===== src/design/vfp_pkg.sv =====
// Types and constants of the vsync frame pacer.
// No dependencies; every other design file but assert_macros.svh imports this package.
package vfp_pkg;

  localparam int TS_W     = 63;  // vsync timestamp width
  localparam int PERIOD_W = 27;  // period estimate width
  localparam int CFG_W    = 20;  // minimum frame time register width
  localparam int LIMIT_W  = 30;  // limit in nanoseconds, CFG_W bits times 1000
  localparam int DL_W     = 64;  // deadline width
  localparam int AVG_W    = 30;  // width of 7*old + delta
  localparam int ADDR_W   = 3;   // APB byte address width
  localparam int DATA_W   = 32;  // APB data width

  localparam logic [DL_W-1:0]    DELTA_LOW  = DL_W'(4000000);
  localparam logic [DL_W-1:0]    DELTA_HIGH = DL_W'(100000000);
  localparam logic [LIMIT_W-1:0] US_TO_NS   = LIMIT_W'(1000);

  // Register index, selected by paddr[2].
  localparam logic REG_MIN_FRAME = 1'b0;

  typedef logic [TS_W-1:0]     ts_t;
  typedef logic [PERIOD_W-1:0] period_t;
  typedef logic [CFG_W-1:0]    cfg_word_t;
  typedef logic [LIMIT_W-1:0]  limit_t;
  typedef logic [DL_W-1:0]     deadline_t;

  // Configuration handed from the register block to the core.
  typedef struct packed {
    limit_t limit_ns;
  } vfp_cfg_t;

endpackage


===== src/design/vfp_if.sv =====
// Valid/ready channel interfaces of the vsync frame pacer.
// Depends on vfp_pkg for the payload types.
interface vfp_in_if;
  import vfp_pkg::*;

  logic valid;
  logic ready;
  ts_t  vsync_time_ns;

  modport source (output valid, output vsync_time_ns, input ready);
  modport sink   (input valid, input vsync_time_ns, output ready);
endinterface

interface vfp_out_if;
  import vfp_pkg::*;

  logic    valid;
  logic    ready;
  logic    render_now;
  period_t period_estimate_ns;

  modport source (output valid, output render_now, output period_estimate_ns, input ready);
  modport sink   (input valid, input render_now, input period_estimate_ns, output ready);
endinterface


===== src/design/vsync_frame_pacer_unit.sv =====
// Top level of the vsync frame pacer.
// Depends on vfp_pkg, vfp_if.sv, vfp_cfg_regs and vfp_core.
// Usage:
//   The vsync channel carries one word per display vsync: its timestamp in
//   nanoseconds. The pace channel returns one word per vsync word, in order:
//   render_now says whether to draw a frame on this vsync, and
//   period_estimate_ns is the averaged refresh period after this vsync.
//   The APB port holds one register, min_frame_time_us at byte address 0.
//   Write it only while no vsync word is in flight.
// Timing:
//   An accepted word moves from the input register to the result register once
//   that is empty or its result is taken. A new word can be taken every cycle
//   while the receiver takes results; the period, deadline and last timestamp
//   state is updated in one pass as a word enters the result register.
// Reset and stalls:
//   Reset (rst, synchronous) empties both stages, clears the period
//   estimate and last timestamp, drops any deadline and sets the register
//   to zero. If the receiver holds ready low, the result register keeps its
//   word, one more word waits in the input register, and then vsync.ready
//   goes low until the result is taken.
module vsync_frame_pacer_unit (
  input  logic                       clk,
  input  logic                       rst,
  vfp_in_if.sink                     vsync,
  vfp_out_if.source                  pace,
  input  logic                       psel,
  input  logic                       penable,
  input  logic                       pwrite,
  input  logic [vfp_pkg::ADDR_W-1:0] paddr,
  input  logic [vfp_pkg::DATA_W-1:0] pwdata,
  output logic [vfp_pkg::DATA_W-1:0] prdata,
  output logic                       pready
);
  import vfp_pkg::*;

  vfp_cfg_t cfg;

  // Writes always complete in their access cycle.
  assign pready = 1'b1;

  vfp_cfg_regs u_cfg (
    .clk     (clk),
    .rst     (rst),
    .psel    (psel),
    .penable (penable),
    .pwrite  (pwrite),
    .paddr   (paddr),
    .pwdata  (pwdata),
    .prdata  (prdata),
    .cfg     (cfg)
  );

  vfp_core u_core (
    .clk   (clk),
    .rst   (rst),
    .cfg   (cfg),
    .vsync (vsync),
    .pace  (pace)
  );
endmodule


===== src/design/vfp_cfg_regs.sv =====
// APB register block of the frame pacer: the minimum frame time register.
// Depends on vfp_pkg; precomputes the limit in nanoseconds for the core.
module vfp_cfg_regs (
  input  logic                          clk,
  input  logic                          rst,
  input  logic                          psel,
  input  logic                          penable,
  input  logic                          pwrite,
  input  logic [vfp_pkg::ADDR_W-1:0]    paddr,
  input  logic [vfp_pkg::DATA_W-1:0]    pwdata,
  output logic [vfp_pkg::DATA_W-1:0]    prdata,
  output vfp_pkg::vfp_cfg_t             cfg
);
  import vfp_pkg::*;

  cfg_word_t min_frame_time_us;
  limit_t    limit_ns;
  logic      wr_en;

  assign wr_en = psel && penable && pwrite && (paddr[2] == REG_MIN_FRAME);

  // The multiply by 1000 happens once per write, off the item path.
  always_ff @(posedge clk) begin
    if (rst) begin
      min_frame_time_us <= '0;
      limit_ns          <= '0;
    end else if (wr_en) begin
      min_frame_time_us <= pwdata[CFG_W-1:0];
      limit_ns          <= LIMIT_W'(pwdata[CFG_W-1:0]) * US_TO_NS;
    end
  end

  always_comb begin
    prdata = '0;
    if (paddr[2] == REG_MIN_FRAME) begin
      prdata = DATA_W'(min_frame_time_us);
    end
  end

  assign cfg.limit_ns = limit_ns;
endmodule


===== src/design/vfp_core.sv =====
// Pacing core: input register, period and deadline state, result register.
// Depends on vfp_pkg and the channel interfaces in vfp_if.sv.
module vfp_core (
  input  logic              clk,
  input  logic              rst,
  input  vfp_pkg::vfp_cfg_t cfg,
  vfp_in_if.sink            vsync,
  vfp_out_if.source         pace
);
  import vfp_pkg::*;

  // Input stage
  logic s1_valid;
  ts_t  t_q;
  logic s1_move;

  // Pacer state
  ts_t       last_vsync;
  period_t   period_avg;
  deadline_t deadline;
  logic      deadline_valid;

  // Result stage
  logic    out_valid;
  logic    render_q;
  period_t period_q;

  // Combinational pass
  deadline_t t_ext;
  deadline_t delta;
  logic      delta_ok;
  logic [AVG_W-1:0] avg_sum;
  period_t   period_next;
  logic [PERIOD_W:0] off_thresh;
  logic      limit_on;
  deadline_t t_slack;
  logic      skip;
  logic      advance;
  deadline_t deadline_next;
  logic      deadline_valid_next;

  assign s1_move     = s1_valid && (!out_valid || pace.ready);
  assign vsync.ready = !s1_valid || s1_move;

  always_comb begin
    t_ext = {1'b0, t_q};
    delta = t_ext - {1'b0, last_vsync};

    // Only a forward step strictly inside the 4 ms to 100 ms window counts.
    delta_ok = (last_vsync != '0) && (t_q > last_vsync) &&
               (delta > DELTA_LOW) && (delta < DELTA_HIGH);

    avg_sum = {period_avg, 3'b000} - AVG_W'(period_avg) + AVG_W'(delta[PERIOD_W-1:0]);

    period_next = period_avg;
    if (delta_ok) begin
      if (period_avg == '0) begin
        period_next = delta[PERIOD_W-1:0];
      end else begin
        period_next = avg_sum[PERIOD_W+2:3];
      end
    end

    // Limiting is off when the limit is within 1.125 periods.
    off_thresh = {1'b0, period_next} + (PERIOD_W+1)'(period_next >> 3);
    limit_on   = (cfg.limit_ns != '0) &&
                 ((period_next == '0) || (LIMIT_W'(off_thresh) < cfg.limit_ns));

    t_slack = t_ext + DL_W'(period_next >> 1);
    skip    = limit_on && deadline_valid && (t_slack < deadline);

    advance = deadline_valid &&
              ((t_ext < deadline) || ((t_ext - deadline) < DL_W'(cfg.limit_ns)));

    deadline_next       = deadline;
    deadline_valid_next = deadline_valid;
    if (!limit_on) begin
      deadline_valid_next = 1'b0;
    end else if (!skip) begin
      deadline_valid_next = 1'b1;
      if (advance) begin
        deadline_next = deadline + DL_W'(cfg.limit_ns);
      end else begin
        deadline_next = t_ext + DL_W'(cfg.limit_ns);
      end
    end
  end

  always_ff @(posedge clk) begin
    if (rst) begin
      s1_valid       <= 1'b0;
      out_valid      <= 1'b0;
      last_vsync     <= '0;
      period_avg     <= '0;
      deadline_valid <= 1'b0;
    end else begin
      if (vsync.valid && vsync.ready) begin
        s1_valid <= 1'b1;
      end else if (s1_move) begin
        s1_valid <= 1'b0;
      end

      if (s1_move) begin
        out_valid      <= 1'b1;
        last_vsync     <= t_q;
        period_avg     <= period_next;
        deadline_valid <= deadline_valid_next;
      end else if (pace.ready) begin
        out_valid <= 1'b0;
      end
    end
  end

  always_ff @(posedge clk) begin
    if (vsync.valid && vsync.ready) begin
      t_q <= vsync.vsync_time_ns;
    end
    if (s1_move) begin
      deadline <= deadline_next;
      render_q <= !skip;
      period_q <= period_next;
    end
  end

  assign pace.valid              = out_valid;
  assign pace.render_now         = render_q;
  assign pace.period_estimate_ns = period_q;
endmodule


===== src/flat_wrapper.sv =====
// flat-port wrapper written by rule: the top's interface ports become plain ports
module vsync_frame_pacer_unit_flat import vfp_pkg::*;
  (clk, rst, psel, penable, pwrite, paddr, pwdata, prdata, pready, vsync_valid, vsync_vsync_time_ns, vsync_ready, pace_valid, pace_render_now, pace_period_estimate_ns, pace_ready);
  vfp_in_if vsync_i ();
  vfp_out_if pace_i ();
  input  logic clk;
  input  logic rst;
  input  logic psel;
  input  logic penable;
  input  logic pwrite;
  input  logic [vfp_pkg::ADDR_W-1:0] paddr;
  input  logic [vfp_pkg::DATA_W-1:0] pwdata;
  output logic [vfp_pkg::DATA_W-1:0] prdata;
  output logic pready;
  input wire logic [$bits(vsync_i.valid)-1:0] vsync_valid;
  input wire logic [$bits(vsync_i.vsync_time_ns)-1:0] vsync_vsync_time_ns;
  output wire logic [$bits(vsync_i.ready)-1:0] vsync_ready;
  output wire logic [$bits(pace_i.valid)-1:0] pace_valid;
  output wire logic [$bits(pace_i.render_now)-1:0] pace_render_now;
  output wire logic [$bits(pace_i.period_estimate_ns)-1:0] pace_period_estimate_ns;
  input wire logic [$bits(pace_i.ready)-1:0] pace_ready;
  assign vsync_i.valid = vsync_valid;
  assign vsync_i.vsync_time_ns = vsync_vsync_time_ns;
  assign vsync_ready = vsync_i.ready;
  assign pace_valid = pace_i.valid;
  assign pace_render_now = pace_i.render_now;
  assign pace_period_estimate_ns = pace_i.period_estimate_ns;
  assign pace_i.ready = pace_ready;
  vsync_frame_pacer_unit u_core (.clk(clk), .rst(rst), .vsync(vsync_i), .pace(pace_i), .psel(psel), .penable(penable), .pwrite(pwrite), .paddr(paddr), .pwdata(pwdata), .prdata(prdata), .pready(pready));
endmodule

===== config.mk =====
export PLATFORM = sky130hd
export DESIGN_NAME = vsync_frame_pacer_unit_flat
export DESIGN_NICKNAME = d
export VERILOG_FILES = /design/src/design/vfp_pkg.sv /design/src/design/vfp_if.sv /design/src/design/vsync_frame_pacer_unit.sv /design/src/design/vfp_cfg_regs.sv /design/src/design/vfp_core.sv /design/src/flat_wrapper.sv
export SDC_FILE = /design/constraint.sdc
export NUM_CORES = 2
export LEC_CHECK = 0
export ABC_AREA = 1
export BUFFER_PORTS_ARGS = -buffer_cell sky130_fd_sc_hd__buf_4
export CAP_MARGIN = 20
export CORE_UTILIZATION = 25
export DETAILED_ROUTE_END_ITERATION = 8
export PLACE_DENSITY = 0.37
export SLEW_MARGIN = 20
export SYNTH_ARGS = -nofsm -noshare
export SYNTH_HDL_FRONTEND = slang
export SYNTH_SLANG_ARGS = --single-unit

===== constraint.sdc =====
create_clock -name clk -period 15.01 [get_ports clk]
set_input_delay 3.002 -clock clk [delete_from_list [all_inputs] [get_ports clk]]
set_output_delay 3.002 -clock clk [all_outputs]
set_load 0.01 [all_outputs]

==> out/metrics.csv <==
metric,value,unit
CTS Hold Buffers Added,0,
Setup Crit Path Kind,reg2reg,
first-pass GRT wire length,205.6,mm
R2R depth,43,
Post-Syn Instances,5262,
Detailed Routing Iterations Pass 1,9,
placed cells,7251,
Die Area,0.1419,mm²
Clock Skew,41.00,ps
Root Buffer Master,clkbuf_16,
CTS Buf Count,43,
logic gate share of total power,53.2,%
antenna violations before repair,4,
sw frac,45.72,%
Pleak,19.56,nW
Vias/cell,4.626,
"commonest non-fill, non-tap cells in the layout","nand2_1, inv_1, a21oi_1",
Area Growth Syn to Fin,13.61,%
setup violators final,0,
syn_area_per_cell,6.669,µm²
CTS tree,built,
deepest clock path buffer count,3,
largest net degree at the start of global routing,91,
switching power,1.960,mW
IO Count,168,
Hold EP,u_core.u_cfg.min_frame_time_us[15]$_SDFFE_PP0P_,
H-tree levels,2,
CP max stage delay,830,ps
violated checks,design-rule violations,
top-area cell type share of the netlist area,14.44,%
Yosys reg bits,293,
post-synthesis mux area share,0,%
mapped cell area,0.03509,mm²
Initial Util,25.18,%
Int Power,2.326,mW
detailed placer's ending HPWL,116.4,mm
"commonest non-fill, non-tap cell in the layout",nand2_1,
Remaining DRCs,4,
Clock power frac,24.3,%
status,"complete, but fails checks",
CP Launch Type,flop,
"Remaining Overflow, GRT",0,
HP Start,u_core.u_cfg.min_frame_time_us[15]$_SDFFE_PP0P_,
row count,137,
Critical Path Slowest Stage Cell,nor2_4,
worst r2r dst,u_core.u_core.deadline[11]$_DFFE_PP_,
Critical Path RT,15300,ps
total core area,0.1394,mm²
"top cells by area, synth","ha_1, nand2_1, edfxtp_1",
drt total wl,138.7,mm
Die Ht,376.7,µm
Yosys warning total,0,
Final min period,12760,ps
Reg2Reg Setup Slack,2250,ps
final slew viol count,0,
Skew-Pair Late Insertion Delay,650,ps
sequential-to-total area share from yosys stat,21.14,%
CP Capture Type,flop,
Post-synth ARST share,0,%
FMAX,78.37,MHz
Adder-Cell Fraction of Synth Area,19.97,%
Final period util,85.01,%
largest family of logic cells by synthesized area,simple AND/OR/NAND/NOR gates,
RePlAce Congestion,0.9027,
RSZ-0062 raised after global routing,false,
Reg power frac,22.5,%
DR vias,33913,
Iteration-0 DRC Markers,2310,
Crit Path Max Fanout,25,
fraction of layout cells with a size suffix above 1,6.417,%
Setup TNS,0,ps
CP arrival,13050,ps
post-CTS sizing,0,
count of final hold-check violations,0,
CP dominant cell by count,nand2_1,
xor/xnor share of the synthesized area,5.662,%
Slew HR,33.46,%
Post-synth EDFFs,155,
maxcap violations,0,
DIE WIDTH,376.7,µm
Port Buffer Count,140,
"antenna viol nets, final",0,
Area after DPL,0.03846,mm²
ys flop type,edfxtp_1,
Post-CTS Setup Bufs,0,
vias in the first global route,33195,
GRT Resource Usage Total,19.22,%
Hold Crit Class,reg2reg,
final instance area,0.03987,mm²
"Net count, final",6027,
hold depth,2,
Power Dens Cells,107.5,mW/mm²
Worst-Margin Slew,995.8,ps
Unique masters post-synth,64,
clock sink count,293,
r2r startpoint,u_core.u_core.t_q[3]$_DFFE_PP_,
WL/cell,18.92,µm
Compound-Gate Fraction of Synth Area,15.51,%
Synth Area in Simple Gates,26.72,%
final instance count without filler cells,7331,
worst vdd ir,0.07884,mV
Synth area leader,ha_1,
clock slew at reported path FFs,60,ps
## worst max-delay path, delay by kind of cell (launching register included)
kind                     cells  cell delay [ps]
XOR/XNOR                     3             1020
adder cells (fa/ha/maj)      5             2010
AO/OA/AOI/OAI               10             2410
AND/OR/NAND/NOR             22             5550
flip-flops                   1              590
buffers and inverters        3              760
## cell usage after synthesis (19+ instances only)
| cell | instances |
|---|---|
| nand2_1 | 1328 |
| inv_1 | 888 |
| a21oi_1 | 485 |
| nor2_1 | 443 |
| ha_1 | 405 |
| o21ai_0 | 314 |
| nand3_1 | 233 |
| edfxtp_1 | 155 |
| dfxtp_1 | 138 |
| xor2_1 | 138 |
| fa_1 | 97 |
| xnor2_1 | 87 |
| nand4_1 | 81 |
| nor3_1 | 62 |
| clkbuf_1 | 54 |
| o21ai_1 | 29 |
| o21bai_1 | 25 |
| nor4_1 | 21 |
| a21o_1 | 19 |
| nand3b_1 | 19 |
| o211ai_1 | 19 |
## metal layers
| metal | global-route usage [%] | part of all wire [%] | up-vias |
|---|---|---|---|
| met3 | 2.033 | 4.1 | 159 |
| met5 | 0 | 0.0087 | - |
| li1 | - | - | 17492 |
| met4 | 5.315 | 2.6 | 2 |
| met2 | 31.51 | 45 | 670 |
| met1 | 26.51 | 48 | 15590 |
## metrics by stage
step           hold slack, ps  power [mW]  utilization [%]  setup slack [ps]
2_1_floorplan           430.3       2.610                -              4450
3_3_place_gp            445.2       3.271            27.60              2351
3_5_place_dp            446.1       3.265            27.60              2370
4_1_cts                 456.1       4.347            28.60              2279
5_1_grt                 469.5       4.675            28.60              1583
6_report                452.5       4.286            28.61              2251
## cells by family (layout without fill, tap and decap cells)
group           Yosys count  count (layout)
compound gates          995             995
xor+xnor                226             226
fa+ha+maj               502             502
buf+inv                 992            1173
flops                   293             293
other cells               2              14
simple gates           2252            2252
## worst max path at each step
stage                                          startpoint                                    to  depth (start not counted)
after global placement     u_core.u_core.t_q[0]$_DFFE_PP_   u_core.u_core.deadline[3]$_DFFE_PP_                         55
final                      u_core.u_core.t_q[3]$_DFFE_PP_  u_core.u_core.deadline[11]$_DFFE_PP_                         43
after detailed placement  u_core.u_core.t_q[13]$_DFFE_PP_   u_core.u_core.deadline[3]$_DFFE_PP_                         53
after global routing       u_core.u_core.t_q[3]$_DFFE_PP_  u_core.u_core.deadline[11]$_DFFE_PP_                         48
after CTS                 u_core.u_core.t_q[13]$_DFFE_PP_  u_core.u_core.deadline[11]$_DFFE_PP_                         53
after floorplan            u_core.u_core.t_q[0]$_DFFE_PP_  u_core.u_core.deadline[10]$_DFFE_PP_                         53
## area by class of cell
type,instances,area (µm²)
Clock buffer,51,1116
Timing Repair Buffer,188,1411
Fill cell,15654,99490
Antenna cell,1,2.502
Inverter,906,3407
Multi-Input combinational cell,3988,23880
Sequential cell,293,7417
Tap cell,1876,2347
Clock inverter,28,285.3
## flip-flops by register name, summed over array words and instances (netlist names)
signal	count
u_core.u_core.pace.period_estimate_ns	27
u_core.u_core.deadline	64
u_core.u_core.s1_valid	1
u_core.u_core.pace.render_now	1
u_core.u_core.last_vsync	63
u_core.u_core.deadline_valid	1
u_core.u_core.t_q	63
u_core.u_cfg.cfg	25
u_core.u_core.pace.valid	1
u_core.u_cfg.min_frame_time_us	20
u_core.u_core.period_avg	27
## power by group through the flow
stage               clock network [mW]  registers [mW]  logic [mW]
floorplan                            0           0.965        1.64
global placement                     0           0.981        2.29
detailed placement                   0           0.981        2.28
CTS                               1.08           0.965        2.30
global route                      1.10           0.970        2.60
finish                            1.04           0.964        2.28
Note: power is estimated with default switching activity, not from simulation.
